$ cat src/hw/rtl/pevc_pkg.sv
// ---------------------------------------------------------------------------
// pevc_pkg
// Types, constants and helper functions of the pose error velocity core.
// ---------------------------------------------------------------------------
package pevc_pkg;

   localparam int QUEUE_DEPTH = 4;
   localparam int QUEUE_PTR_W = $clog2(QUEUE_DEPTH);
   localparam int CORDIC_MAX  = 24;

   // Register indexes of the configuration port.
   localparam logic [1:0] REG_GAIN_X       = 2'd0;
   localparam logic [1:0] REG_GAIN_Y       = 2'd1;
   localparam logic [1:0] REG_GAIN_HEADING = 2'd2;

   localparam logic [15:0] GAIN_RESET = 16'd256;

   // CORDIC start value: the reciprocal of the gain limit in Q2.30.
   localparam logic signed [33:0] CORDIC_K = 34'sd652032874;

   // Two pi in Q3.29.
   localparam logic [32:0] TWO_PI_Q29 = 33'd3373259426;

   // Arctangent of 2^-i in units of 2^-32 turn.
   localparam logic [31:0] ATAN_TURNS [CORDIC_MAX] = '{
      32'd536870912, 32'd316933406, 32'd167458907, 32'd85005780,
      32'd42667331,  32'd21354465,  32'd10680862,  32'd5340245,
      32'd2670163,   32'd1335087,   32'd667544,    32'd333772,
      32'd166886,    32'd83443,     32'd41722,     32'd20861,
      32'd10430,     32'd5215,      32'd2608,      32'd1304,
      32'd652,       32'd326,       32'd163,       32'd81
   };

   // One classified word as it waits in the queue.
   typedef struct packed {
      logic signed [32:0] err_x;
      logic signed [32:0] err_y;
      logic signed [15:0] err_heading;
      logic signed [32:0] angle;
      logic               flip;
   } entry_type;

   // Gain registers as seen by the back end.
   typedef struct packed {
      logic [15:0] gain_x;
      logic [15:0] gain_y;
      logic [15:0] gain_heading;
   } gains_type;

   function automatic logic signed [32:0] atan_turn(input logic [4:0] idx);
      logic signed [32:0] res;
      res = $signed({1'b0, ATAN_TURNS[idx]});
      return res;
   endfunction

   // Saturate a scaled command to the signed 32-bit range.
   function automatic logic [31:0] sat32(input logic signed [44:0] v);
      logic [31:0] res;
      if (v > 45'sd2147483647) begin
         res = 32'h7fff_ffff;
      end else if (v < -45'sd2147483648) begin
         res = 32'h8000_0000;
      end else begin
         res = v[31:0];
      end
      return res;
   endfunction

endpackage

$ cat src/hw/rtl/pevc_front.sv
// ---------------------------------------------------------------------------
// pevc_front
// Takes a pose word apart and forms position errors, heading error and the
// folded CORDIC start angle.
// ---------------------------------------------------------------------------
module pevc_front (
   input  logic [159:0]        pose,
   output pevc_pkg::entry_type entry
);

   logic signed [31:0] cur_x;
   logic signed [31:0] cur_y;
   logic [15:0]        cur_heading;
   logic signed [31:0] goal_x;
   logic signed [31:0] goal_y;
   logic [15:0]        goal_heading;
   logic               flip;

   // Field split, lowest field first.
   assign cur_x        = pose[31:0];
   assign cur_y        = pose[63:32];
   assign cur_heading  = pose[79:64];
   assign goal_x       = pose[111:80];
   assign goal_y       = pose[143:112];
   assign goal_heading = pose[159:144];

   // Headings in the left half plane are turned by half a turn.
   assign flip = cur_heading[15] ^ cur_heading[14];

   always_comb begin
      entry.err_x       = 33'(goal_x) - 33'(cur_x);
      entry.err_y       = 33'(goal_y) - 33'(cur_y);
      entry.err_heading = goal_heading - cur_heading;
      entry.angle       = $signed({cur_heading[15] ^ flip, cur_heading[15] ^ flip,
                                   cur_heading[14:0], 16'd0});
      entry.flip        = flip;
   end

endmodule

$ cat config.mk
export PLATFORM = sky130hd
export DESIGN_NAME = pevc_front
export DESIGN_NICKNAME = d
export VERILOG_FILES = /design/src/hw/rtl/pevc_pkg.sv /design/src/hw/rtl/pevc_front.sv
export SDC_FILE = /design/constraint.sdc
export NUM_CORES = 1
export LEC_CHECK = 0
export BUFFER_PORTS_ARGS = -buffer_cell sky130_fd_sc_hd__buf_2
export CAP_MARGIN = 10
export CORE_MARGIN = 4
export CORE_UTILIZATION = 30
export DETAILED_ROUTE_END_ITERATION = 6
export GPL_TIMING_DRIVEN = 0
export PLACE_DENSITY = 0.6
export SLEW_MARGIN = 20
export SYNTH_ARGS = -nofsm -noshare
export SYNTH_HDL_FRONTEND = slang
export SYNTH_SLANG_ARGS = --single-unit
$ cat constraint.sdc
create_clock -name vclk -period 8.45
set_input_delay 1.69 -clock vclk [all_inputs]
set_output_delay 1.69 -clock vclk [all_outputs]
set_load 0.005 [all_outputs]
After elaboration in Yosys (flattened, before gate mapping) --
Index checks and enable logic that the tools add are counted.
Storage, ports and cells: register bits 0, bits of input ports 160, output and inout port bits 116, word-level logic and storage cells 5
Cells by class: bitwise logic cells 2, add/sub/neg operators 3
Operators with widths (number):
- 32-bit by 32-bit subtractor with 33-bit output | 2
- 16-bit subtractor | 1
- 1-bit bitwise XOR | 2

Longest topological paths before layout --
word-level depth 2, gate-level depth with buffers 10, depth with buffers taken out 10

Worst setup path after synthesis --
No wires, ideal clock.
path type input -> output, start in pose[112], end out entry[76] (netlist name), path buffers 0, stages 10, path slack 2983 ps, data arrival time 3777 ps, required time 6760 ps, path through inv_1 > ha_1 > fa_1 > nand2b_1 > a21oi_2 > a2111oi_2 > o31ai_4 > a21oi_1 > or4b_1 > nand3_1
RTL lines:
- start: declaration | line pevc_front.sv:7 | input logic [159:0] pose,
- end: declaration | line pevc_front.sv:8 | output pevc_pkg::entry_type entry

==> qor.csv <==
stage,metric,value,unit
run,maxCapViolCount,0,
route,post_drt_wl_per_cell,12.62,um
layout,diodes,0,
critical_path,start_kind,primary input,
die,rows,45,
timing,hold_viol_final,0,
die,fp.coreArea,0.01537,sq mm
logic_synthesis,syn_area_per_cell,6.700,sq um
critical_path,critPathSlowestCell,or4b_1,
critical_path,crit_chain,buf_2 -> ha_1 -> fa_1 -> nand2b_1 -> a21oi_2 -> a2111oi_2 -> o31ai_4 -> a21oi_1 -> or4b_1 -> nand3_1 -> buf_2,
route,drc,0,
route,vias,5808,
layout,n_clock_buffer,0,
layout,drive_above_1_share,0.3188,
die,ioPinCount,276,
logic_synthesis,synthTopCellsByArea,"ha_1 (21%), inv_1 (7.8%), a21oi_1 (7.4%)",
timing,worst_slew_pin_slew,0.5356,ns
route,first_iter_violations,237,
layout,postLayoutCoreUtil,0.4150,
clock_network,ctsHoldBuffers,0,
timing,finalCritPeriodShare,0.7067,
layout,syn_to_final_growth,34.09,%
clock_network,ctsResizeCount,0,
timing,fin_crit,5.972,ns
logic_synthesis,yosys_warnings,0,
layout,fillers,1670,
route,via_per_inst,4.856,
critical_path,crit_cells,11,
critical_path,crit_top_cell,buf_2,
logic_synthesis,yosysSeqAreaShare,0,
logic_synthesis,yosysMostFrequentCell,inv_1,
die,die_h,133.9,um
global_routing,grt_pass1_vias,5230,
critical_path,crit_fanout,7,
logic_synthesis,yosysTopAreaCell,ha_1,
global_routing,grt_pass1_wl,23.96,mm
min_path,min_path_type,in -> out,
critical_path,cp_slowest_stage_delay,0.50,ns
timing,max_clock_freq,0.1675,GHz
layout,nFlopsAndLatches,0,
global_routing,grt_antenna_before_repair,0,
critical_path,cp_top_family,compound AO/OA/AOI/OAI gates,
logic_synthesis,synth_commonest_cells,"inv_1 (99), ha_1 (79), a21oi_1 (70)",
die,dieArea,0.01794,sq mm
global_routing,grt_max_degree,11,
layout,register_area,0,sq um
route,routed_wirelength,15.10,mm
critical_path,worst-path-buf-inv,2,
run_status,status,"complete, no violations",
power_and_ir_drop,powerDensity,79.30,mW/mm^2
route,antenna_left,0,
timing,grt_setup_unrepaired,false,
placed_design,gp_congestion,0.8539,
timing,drv_slew,0,
logic_synthesis,synth_top_area_frac,0.2078,
global_routing,gr-total-overflow,0,
logic_synthesis,synthCells,710,
clock_network,cts_setup_buffers,0,
timing,setup_viol,0,
route,first_pass_iters,4,
critical_path,cp.arrival,4.28,ns
power_and_ir_drop,power.leakage,0.003597,uW
die,initial_core_util,0.3095,
die,die_w,133.9,um
logic_synthesis,synth_area,0.004757,sq mm
layout,nets,1229,
critical_path,cp-end-kind,output pin,
min_path,whs_path_depth,3,
timing,maxSlewHeadroom,0.6391,
critical_path,crit_required,6.76,ns
placed_design,port_buffers,260,
placed_design,hpwl,13.43,mm
critical_path,worstSetupPathType,in -> out,
timing,tns,0,ns
logic_synthesis,synth_cell_types,66,
global_routing,grt_usage,0.1515,
power_and_ir_drop,vdd_drop_max,0.00003203,V
==> layer usage <==
| layer | GRT usage | wire length [um] |
|---|---|---|
| met1 | 0.2023 | 6795 |
| met2 | 0.2667 | 6999 |
| met3 | 0.02851 | 1246 |
| met4 | 0.007429 | 53 |
| met5 | 0 | 0 |
==> stage by stage <==
step	setup slack, ns	hold WS (ns)	cells	area, sq um	total power (uW)
2_1_floorplan	2.983	3.461	725	4813	318.9
3_3_place_gp	2.476	3.647	1196	6379	505.0
3_5_place_dp	2.484	3.648	1196	6379	505.2
4_1_cts	2.473	3.648	1196	6379	508.6
5_1_grt	2.323	3.665	1196	6379	568.2
6_report	2.478	3.646	1196	6379	505.8
==> tightest hold or removal path: stages <==
cell	delay (ns)
buf_2	0.09
buf_4	0.09
buf_2	0.09
==> report_power, final <==
part           switching (uW)  internal, uW  leakage, uW
logic                     265           241      0.00360
clock network               0             0            0
registers                   0             0            0
total                     265           241      0.00360
==> area by class of cell <==
type | instances | area [sq um] | area share
plain buffers | 47 | 306.5 | 0.04806
well taps | 211 | 264.0 | 0.04139
multi-input cells | 579 | 4135 | 0.6483
inverters | 99 | 371.6 | 0.05826
repair buffers | 260 | 1301 | 0.2040
==> layout by cell type, fill, tap and decap left out, types with 3 or more instances in the layout <==
master | netlist | final
xor2_1 | 22 | 22
a21o_1 | 30 | 30
or3_1 | 4 | 4
o21ai_0 | 39 | 39
buf_4 | 33 | 33
conb_1 | 1 | 16
xnor2_1 | 40 | 40
nor2b_1 | 9 | 9
o21a_1 | 18 | 18
buf_2 | 1 | 261
nor2_1 | 45 | 45
clkbuf_2 | 4 | 4
a2111o_1 | 4 | 4
ha_1 | 79 | 79
or2_2 | 5 | 5
a21boi_0 | 3 | 3
nand2b_1 | 9 | 9
o31ai_1 | 3 | 3
nand3_1 | 19 | 19
nand4_1 | 10 | 10
a31oi_1 | 7 | 7
nor3_1 | 13 | 13
a211oi_1 | 4 | 4
clkbuf_1 | 9 | 9
o21bai_1 | 5 | 5
and3_1 | 12 | 12
o31a_1 | 4 | 4
inv_1 | 99 | 99
a2111oi_0 | 3 | 3
o211ai_1 | 16 | 16
nand2_1 | 44 | 44
a21oi_1 | 70 | 70
fa_1 | 3 | 3
==> path summary, 6_finish.rpt <==
check	from	to	slack, ns
hold / removal	pose[66]	entry[19]	3.65
setup / recovery	pose[32]	entry[76]	2.48
==> cells by family after synthesis <==
kind of cell / count (synthesis) / synth area share
buf+inv: 146 / 0.1426
mux: 1 / 0.002104
xor+xnor: 62 / 0.1142
other cells: 1 / 0.0007883
fa+ha+maj: 82 / 0.2204
simple gates: 181 / 0.1862
compound gates: 237 / 0.3338
Note: power is estimated with default switching activity, not from simulation.
