**src/hw/rtl/pevc_pkg.sv**
```systemverilog
// ---------------------------------------------------------------------------
// pevc_pkg
// Types, constants and helper functions of the pose error velocity core.
// ---------------------------------------------------------------------------
package pevc_pkg;

   localparam int QUEUE_DEPTH = 4;
   localparam int QUEUE_PTR_W = $clog2(QUEUE_DEPTH);
   localparam int CORDIC_MAX  = 24;

   // Register indexes of the configuration port.
   localparam logic [1:0] REG_GAIN_X       = 2'd0;
   localparam logic [1:0] REG_GAIN_Y       = 2'd1;
   localparam logic [1:0] REG_GAIN_HEADING = 2'd2;

   localparam logic [15:0] GAIN_RESET = 16'd256;

   // CORDIC start value: the reciprocal of the gain limit in Q2.30.
   localparam logic signed [33:0] CORDIC_K = 34'sd652032874;

   // Two pi in Q3.29.
   localparam logic [32:0] TWO_PI_Q29 = 33'd3373259426;

   // Arctangent of 2^-i in units of 2^-32 turn.
   localparam logic [31:0] ATAN_TURNS [CORDIC_MAX] = '{
      32'd536870912, 32'd316933406, 32'd167458907, 32'd85005780,
      32'd42667331,  32'd21354465,  32'd10680862,  32'd5340245,
      32'd2670163,   32'd1335087,   32'd667544,    32'd333772,
      32'd166886,    32'd83443,     32'd41722,     32'd20861,
      32'd10430,     32'd5215,      32'd2608,      32'd1304,
      32'd652,       32'd326,       32'd163,       32'd81
   };

   // One classified word as it waits in the queue.
   typedef struct packed {
      logic signed [32:0] err_x;
      logic signed [32:0] err_y;
      logic signed [15:0] err_heading;
      logic signed [32:0] angle;
      logic               flip;
   } entry_type;

   // Gain registers as seen by the back end.
   typedef struct packed {
      logic [15:0] gain_x;
      logic [15:0] gain_y;
      logic [15:0] gain_heading;
   } gains_type;

   function automatic logic signed [32:0] atan_turn(input logic [4:0] idx);
      logic signed [32:0] res;
      res = $signed({1'b0, ATAN_TURNS[idx]});
      return res;
   endfunction

   // Saturate a scaled command to the signed 32-bit range.
   function automatic logic [31:0] sat32(input logic signed [44:0] v);
      logic [31:0] res;
      if (v > 45'sd2147483647) begin
         res = 32'h7fff_ffff;
      end else if (v < -45'sd2147483648) begin
         res = 32'h8000_0000;
      end else begin
         res = v[31:0];
      end
      return res;
   endfunction

endpackage

```
**src/hw/rtl/pevc_queue.sv**
```systemverilog
// ---------------------------------------------------------------------------
// pevc_queue
// Short first-in first-out queue between the front and the back end.
// ---------------------------------------------------------------------------
module pevc_queue (
   input  logic                clock,
   input  logic                reset,
   input  logic                push,
   input  pevc_pkg::entry_type push_data,
   input  logic                pop,
   output pevc_pkg::entry_type pop_data,
   output logic                full,
   output logic                not_empty
);

   localparam int PW = pevc_pkg::QUEUE_PTR_W;

   pevc_pkg::entry_type mem_ff [pevc_pkg::QUEUE_DEPTH];
   logic [PW-1:0] wr_ptr_ff, wr_ptr_in;
   logic [PW-1:0] rd_ptr_ff, rd_ptr_in;
   logic [PW:0]   count_ff,  count_in;

   assign full      = (count_ff == (PW+1)'(pevc_pkg::QUEUE_DEPTH));
   assign not_empty = (count_ff != '0);
   assign pop_data  = mem_ff[rd_ptr_ff];

   // Pointer and fill count update.
   always_comb begin
      wr_ptr_in = push ? wr_ptr_ff + 1'b1 : wr_ptr_ff;
      rd_ptr_in = pop  ? rd_ptr_ff + 1'b1 : rd_ptr_ff;
      count_in  = count_ff;
      if (push && !pop) begin
         count_in = count_ff + 1'b1;
      end else if (pop && !push) begin
         count_in = count_ff - 1'b1;
      end
   end

   always_ff @(posedge clock) begin
      if (reset) begin
         wr_ptr_ff <= '0;
         rd_ptr_ff <= '0;
         count_ff  <= '0;
      end else begin
         wr_ptr_ff <= wr_ptr_in;
         rd_ptr_ff <= rd_ptr_in;
         count_ff  <= count_in;
      end
   end

   // Storage.
   always_ff @(posedge clock) begin
      if (push) begin
         mem_ff[wr_ptr_ff] <= push_data;
      end
   end

endmodule

```
**config.mk**
```make
export PLATFORM = sky130hd
export DESIGN_NAME = pevc_queue
export DESIGN_NICKNAME = d
export VERILOG_FILES = /design/src/hw/rtl/pevc_pkg.sv /design/src/hw/rtl/pevc_queue.sv
export SDC_FILE = /design/constraint.sdc
export NUM_CORES = 1
export LEC_CHECK = 0
export ABC_AREA = 1
export BUFFER_PORTS_ARGS = -buffer_cell sky130_fd_sc_hd__buf_2
export CAP_MARGIN = 30
export CORE_UTILIZATION = 50
export DETAILED_ROUTE_END_ITERATION = 7
export GPL_TIMING_DRIVEN = 0
export MAX_ROUTING_LAYER = met4
export PLACE_DENSITY = 0.79
export SLEW_MARGIN = 20
export SYNTH_ARGS = -nofsm -noshare
export SYNTH_HDL_FRONTEND = slang
export SYNTH_SLANG_ARGS = --single-unit
```
**constraint.sdc**
```tcl
create_clock -name clock -period 4.1 [get_ports clock]
set_input_delay 0.82 -clock clock [delete_from_list [all_inputs] [get_ports clock]]
set_output_delay 0.82 -clock clock [all_outputs]
set_load 0.01 [all_outputs]
```
# Word-level counts from Yosys, hierarchy flattened
# Memories as Yosys holds them, arrays and structs flattened. A register that Yosys moved wholly into a read port is not among the register bits.
# Cells that the tools add are included.
[op_classes] n_reduce_logical=6 n_addsub=4 n_mux=6 n_eq_ne=1
[ops] op="3-bit 2-to-1 mux" count=2
[ops] op="2-bit by 1-bit adder with 2-bit output, second input constant" count=2
[ops] op="2-bit 2-to-1 mux" count=2
[ops] op="3-bit by 1-bit adder with 3-bit output, second input constant" count=1
[ops] op="3-bit == test, second input constant" count=1
[ops] op="3-bit nonzero test" count=1
[ops] op="3-bit by 1-bit subtractor with 3-bit output, second input constant" count=1
[ops] op="1-bit logical AND" count=2
[ops] op="1-bit logical NOT" count=2
[ops] op="1-bit 2-to-1 mux" count=2
[ops] op="2-bit nonzero test" count=1
[totals] n_memories=1 mem_bits_rw=464 register_bits=7 inputBits=120
[mem_list] memory="mem_ff" words=4 word_bits=116 read_ports=1 rd_ports_with_merged_regs=1 write_ports=1 line="pevc_queue.sv:18" source="pevc_pkg::entry_type mem_ff [pevc_pkg::QUEUE_DEPTH];"

# Logic depth before layout (Yosys ltp)
[logic_depth] ltp_word=4 ltp_mapped=10 ltp_nobuf=10

# Worst setup path before layout
# No wires, ideal clock.
[synth_timing] path_kind="input port to flip-flop" from="input port push" to="memory mem_ff[2][0] (netlist bit) (enable)" setup_ns=0.469 setup_slack_ns=0.540 cell_stages=2 n_path_buf=0 arrival_time_ns=3.091 required_ns=3.631 path_cell_list="nand2_1 inv_1"
[synth_between] elab_chain_len=2
[synth_rtl] item="from (decl)" line="pevc_queue.sv:8" source="input logic push,"
[synth_rtl] item="1-bit 2-to-1 mux" line="pevc_queue.sv:53" source="if (push) begin"
[synth_rtl] item="1-bit 2-to-1 mux (not written as such)" line="pevc_queue.sv:54" source="mem_ff[wr_ptr_ff] <= push_data;"
[synth_rtl] item="to (decl)" line="pevc_queue.sv:18"
# Every way passes these cells.

==> summary by stage <==
Cells and area
Of the cells placed in the final design, the portion with a size suffix greater than 1 is 23.20%. The layout filler cell count is 2506. The number of nets in the final layout is 1596. The multi-input combinational cells in the finished layout cover a total of 2969 um2. Cells fill 60.88% of the core in the end. From synthesis to final layout, the design area changed by 19.33%. The register area is 14110 um2.

STA
At the pin with the least slew margin, the transition time is 612.5 ps. The setup skew after layout is 23.62 ps. The minimum clock period after layout is 3194 ps. The final worst setup slack is 905.8 ps.

Setup repair after global routing left no endpoint under its margin. The final-report max-slew violation count is 0. The headroom to the max-slew limit is 59.16%.

The final critical path takes up 77.91% of the cycle. The total count of hold-check failures in the final report came to 0. The top achievable clock speed is 0.3131 GHz.

Setup violations remaining at the end of the flow were counted as 0.

Clock tree
Clock latency on the worst-skew pair, taken at its later pin, is 580 ps. After clock tree synthesis, the flow added hold-fix buffers numbering 0. The clock tree from TritonCTS is yes.

Once the clock tree was built, the setup fixing pass inserted 0 buffers. Post-CTS repair changed the size of 0 cells. The maximum clock insertion buffer count is 3. The number of buffers inserted during clock tree synthesis is 46.

The level count of the clock H-tree is 2. After clock tree synthesis, the clock-pin slew on the worst setup and hold paths is 60 ps. The cell at the root of the clock tree is sky130_fd_sc_hd__clkbuf_16. The total clock sinks is 473.

Die
The count of boundary I/O pins is 238. The number of standard-cell rows in the floorplan is 68. The total core area is 34630 um2. The starting density of the core is 51.02%.

The die covers 36090 um2. The die width is 190.0 um. The y dimension of the die is 190.0 um.

Critical path
The worst register-to-register path ends at mem_ff[0][62]. By instance count, the cell type seen most on the critical path is sky130_fd_sc_hd__buf_6. The critical path in this run is classified as reg2out. The highest net fanout along the worst path is 10. In this run the number of cells on the critical path is 7. The worst path required time is 3280 ps. On the worst path, the slowest cell contributes a delay of 400 ps.

The signal on the critical path passes through buf_6, inv_4, buf_6, clkbuf_1, o21ai_1, o22ai_1, buf_2. The number of cells on the worst reg-to-reg path is 5. The worst setup path is captured at a primary output. The largest individual stage delay along the critical path comes from the cell sky130_fd_sc_hd__clkbuf_1. Together, buffers and inverters on the worst path number 5.

For the worst setup path, the data arrival time is 2370 ps. In this design, the largest share of critical-path delay is due to buffers and inverters. The launching element type of the critical path is a register. The startpoint identified for the worst register-to-register timing path is wr_ptr_ff[0]. Setup slack on the worst reg-to-reg path comes out at 2250 ps.

Power and ir drop
The internal power contribution is 8.335 mW. Power spread over the standard cell area amounts to 512.3 nW/um2. Net switching is 22.83% of the power. The reported leakage power is 7.395 nW.

In this run, the clock network consumes 38.6% of the power. The total design power is 10.80 mW. The sequential share of power is 51.6%. The switching power is 2.466 mW.

The combinational share of power is 9.7%. The worst vdd rail ir drop is 434.7 uV.

Place
Input and output buffers added on the ports amount to 237. Timing analysis after detailed placement gives a worst setup slack of 1438 ps. The final RePlAce weighted congestion is 0.7806. The wire-length estimate of the detail-placed layout is 24.41 mm.

Status
The flow ran to the end, and the final reports show no timing, DRC or antenna violations.

Worst hold path
The endpoint of the worst hold path is count_ff[0]. The source of the worst hold timing path is reset. The worst hold path stage count is 2. In this run the worst hold path is classified as in2reg.

Synthesis
The cell count after synthesis is 1181. For this run, the register share of the synthesized area comes to 79.89%. The cell area after technology mapping is 17670 um2. The distinct cell type count of the synthesized netlist is 23. The synthesized design contains 473 register bits. In this run the mean area of a mapped cell was 14.96 um2.

The net count of the mapped netlist is 1307. The number of warnings reported in the yosys synthesis log is 0.

Global routing
The total routing resource utilization after global routing is 23.44%. The maximum number of pins on one net before global-route repair is 88. The number of global-route vias before repair was 11.03k. The number of antenna violations at the first check in global routing is 6. The residual overflow from global routing is 0.

The wire length of the first global-routing pass is 61.22 mm.

Routing
The number of nets with antenna violations after routing is 0. Detailed routing inserted a total of 11.03k vias. Wires add up to 41.24 mm.

Dividing the detail-routed wire length by the instance count gives 20.97 um. The via density per instance is 5.607. The DRC violation count after routing is 0. The first routing iteration left 942 violations. The pre-antenna-repair detailed-routing pass consisted of 5 iterations.

Run
Max-cap violations in this run came to 0.
-- per-stage QoR --
step	hold WS (ps)	cell area, um2	std cells	TNS [ps]
4_1_cts	393.1	21060	1959	0
2_1_floorplan	411.5	17670	1181	0
5_1_grt	427.4	21080	1965	0
6_report	424.8	21080	1967	0
3_3_place_gp	428.0	19420	1873	-611570
3_5_place_dp	441.1	19560	1877	0
-- placed cells by master, fill, tap and decap left out --
cell type                      n
sky130_fd_sc_hd__xor2_1        1
sky130_fd_sc_hd__clkinvlp_4    1
sky130_fd_sc_hd__nor2_1      239
sky130_fd_sc_hd__dfxtp_1       9
sky130_fd_sc_hd__buf_6        23
sky130_fd_sc_hd__diode_2       8
sky130_fd_sc_hd__o22ai_1     116
sky130_fd_sc_hd__inv_6         3
sky130_fd_sc_hd__clkinv_1      7
sky130_fd_sc_hd__clkinv_8      1
sky130_fd_sc_hd__buf_2       246
sky130_fd_sc_hd__inv_1        11
sky130_fd_sc_hd__nand3_1       1
sky130_fd_sc_hd__edfxtp_1    464
sky130_fd_sc_hd__nand2_1      10
sky130_fd_sc_hd__inv_8         5
sky130_fd_sc_hd__buf_16        4
sky130_fd_sc_hd__clkinv_2      4
sky130_fd_sc_hd__nand4_1       1
sky130_fd_sc_hd__bufinv_16     5
sky130_fd_sc_hd__clkbuf_2      2
sky130_fd_sc_hd__inv_4         1
sky130_fd_sc_hd__clkbuf_8      4
sky130_fd_sc_hd__fa_1          1
sky130_fd_sc_hd__a21oi_1       3
sky130_fd_sc_hd__nor3_1        1
sky130_fd_sc_hd__o21ai_0     166
sky130_fd_sc_hd__clkbuf_16    46
sky130_fd_sc_hd__o21ai_1      71
sky130_fd_sc_hd__clkinv_4      1
sky130_fd_sc_hd__clkbuf_1     49
sky130_fd_sc_hd__buf_8         2
sky130_fd_sc_hd__buf_12        1
sky130_fd_sc_hd__ha_1          5
-- flip-flops by register name, summed over array words and instances (netlist names), named ones only --
name	flops
mem_ff	464
wr_ptr_ff	2
count_ff	3
rd_ptr_ff	2
-- worst max path at each step --
stage,from,end,slack [ps]
4_1_cts,register,pop_data[36],830
2_1_floorplan,push,mem_ff[2][0],540
3_3_place_gp,push,mem_ff[3][60],-1430
6_report,register,pop_data[77],910
5_1_grt,register,pop_data[36],740
3_5_place_dp,register,pop_data[36],1440
-- kinds of logic after synthesis --
group           after synthesis  synth area share, %
fa+ha+maj                     6               0.4674
simple gates                252                5.382
flops                       473                79.89
buf+inv                      93                3.307
compound gates              356                10.91
xor+xnor                      1              0.04958
-- power by group through the flow --
| stage | sequential (mW) | clock [mW] | combinational (mW) |
|---|---|---|---|
| after global placement | 5.71 | 0 | 1.00 |
| after floorplan | 5.69 | 0 | 0.552 |
| after CTS | 5.58 | 4.24 | 1.06 |
| after detailed placement | 5.68 | 0 | 1.05 |
| after global routing | 5.59 | 4.40 | 1.14 |
| final | 5.58 | 4.17 | 1.05 |
-- layout make-up --
type	count	share of cell area [%]
sequential	473	66.95
multi-input combinational	615	14.08
timing repair buffer	241	6.149
clock buffer	60	5.899
tap	455	2.700
buffer	76	2.422
clock inverter	22	1.211
inverter	17	0.4926
antenna	8	0.09496
-- per-layer routing --
| layer | track usage [%] | vias up | wire [um] | share of wire [%] |
|---|---|---|---|---|
| li1 | - | 5063 | - | - |
| met1 | 28.79 | 5409 | 15820 | 38 |
| met2 | 37.89 | 496 | 20570 | 50 |
| met3 | 6.549 | 61 | 4054 | 9.8 |
| met4 | 6.979 | 0 | 802 | 1.9 |
| met5 | - | - | 0 | 0 |
-- cells in the mapped netlist --
cell type | number | share of area (%)
sky130_fd_sc_hd__edfxtp_1 | 464 | 79
sky130_fd_sc_hd__nor2_1 | 239 | 5.1
sky130_fd_sc_hd__o21ai_0 | 166 | 4.7
sky130_fd_sc_hd__o22ai_1 | 116 | 4.1
sky130_fd_sc_hd__o21ai_1 | 71 | 2.0
sky130_fd_sc_hd__clkbuf_1 | 39 | 0.83
sky130_fd_sc_hd__buf_6 | 23 | 1.5
sky130_fd_sc_hd__inv_1 | 15 | 0.32
sky130_fd_sc_hd__nand2_1 | 10 | 0.21
sky130_fd_sc_hd__buf_2 | 9 | 0.25
sky130_fd_sc_hd__dfxtp_1 | 9 | 1.0
sky130_fd_sc_hd__ha_1 | 5 | 0.35
sky130_fd_sc_hd__a21oi_1 | 3 | 0.085
sky130_fd_sc_hd__buf_8 | 2 | 0.17
sky130_fd_sc_hd__clkbuf_2 | 2 | 0.057
sky130_fd_sc_hd__buf_12 | 1 | 0.11
sky130_fd_sc_hd__fa_1 | 1 | 0.11
sky130_fd_sc_hd__inv_4 | 1 | 0.035
sky130_fd_sc_hd__inv_8 | 1 | 0.064
sky130_fd_sc_hd__nand3_1 | 1 | 0.028
sky130_fd_sc_hd__nand4_1 | 1 | 0.035
sky130_fd_sc_hd__nor3_1 | 1 | 0.028
sky130_fd_sc_hd__xor2_1 | 1 | 0.050
Power figures use the tool's default switching activity.
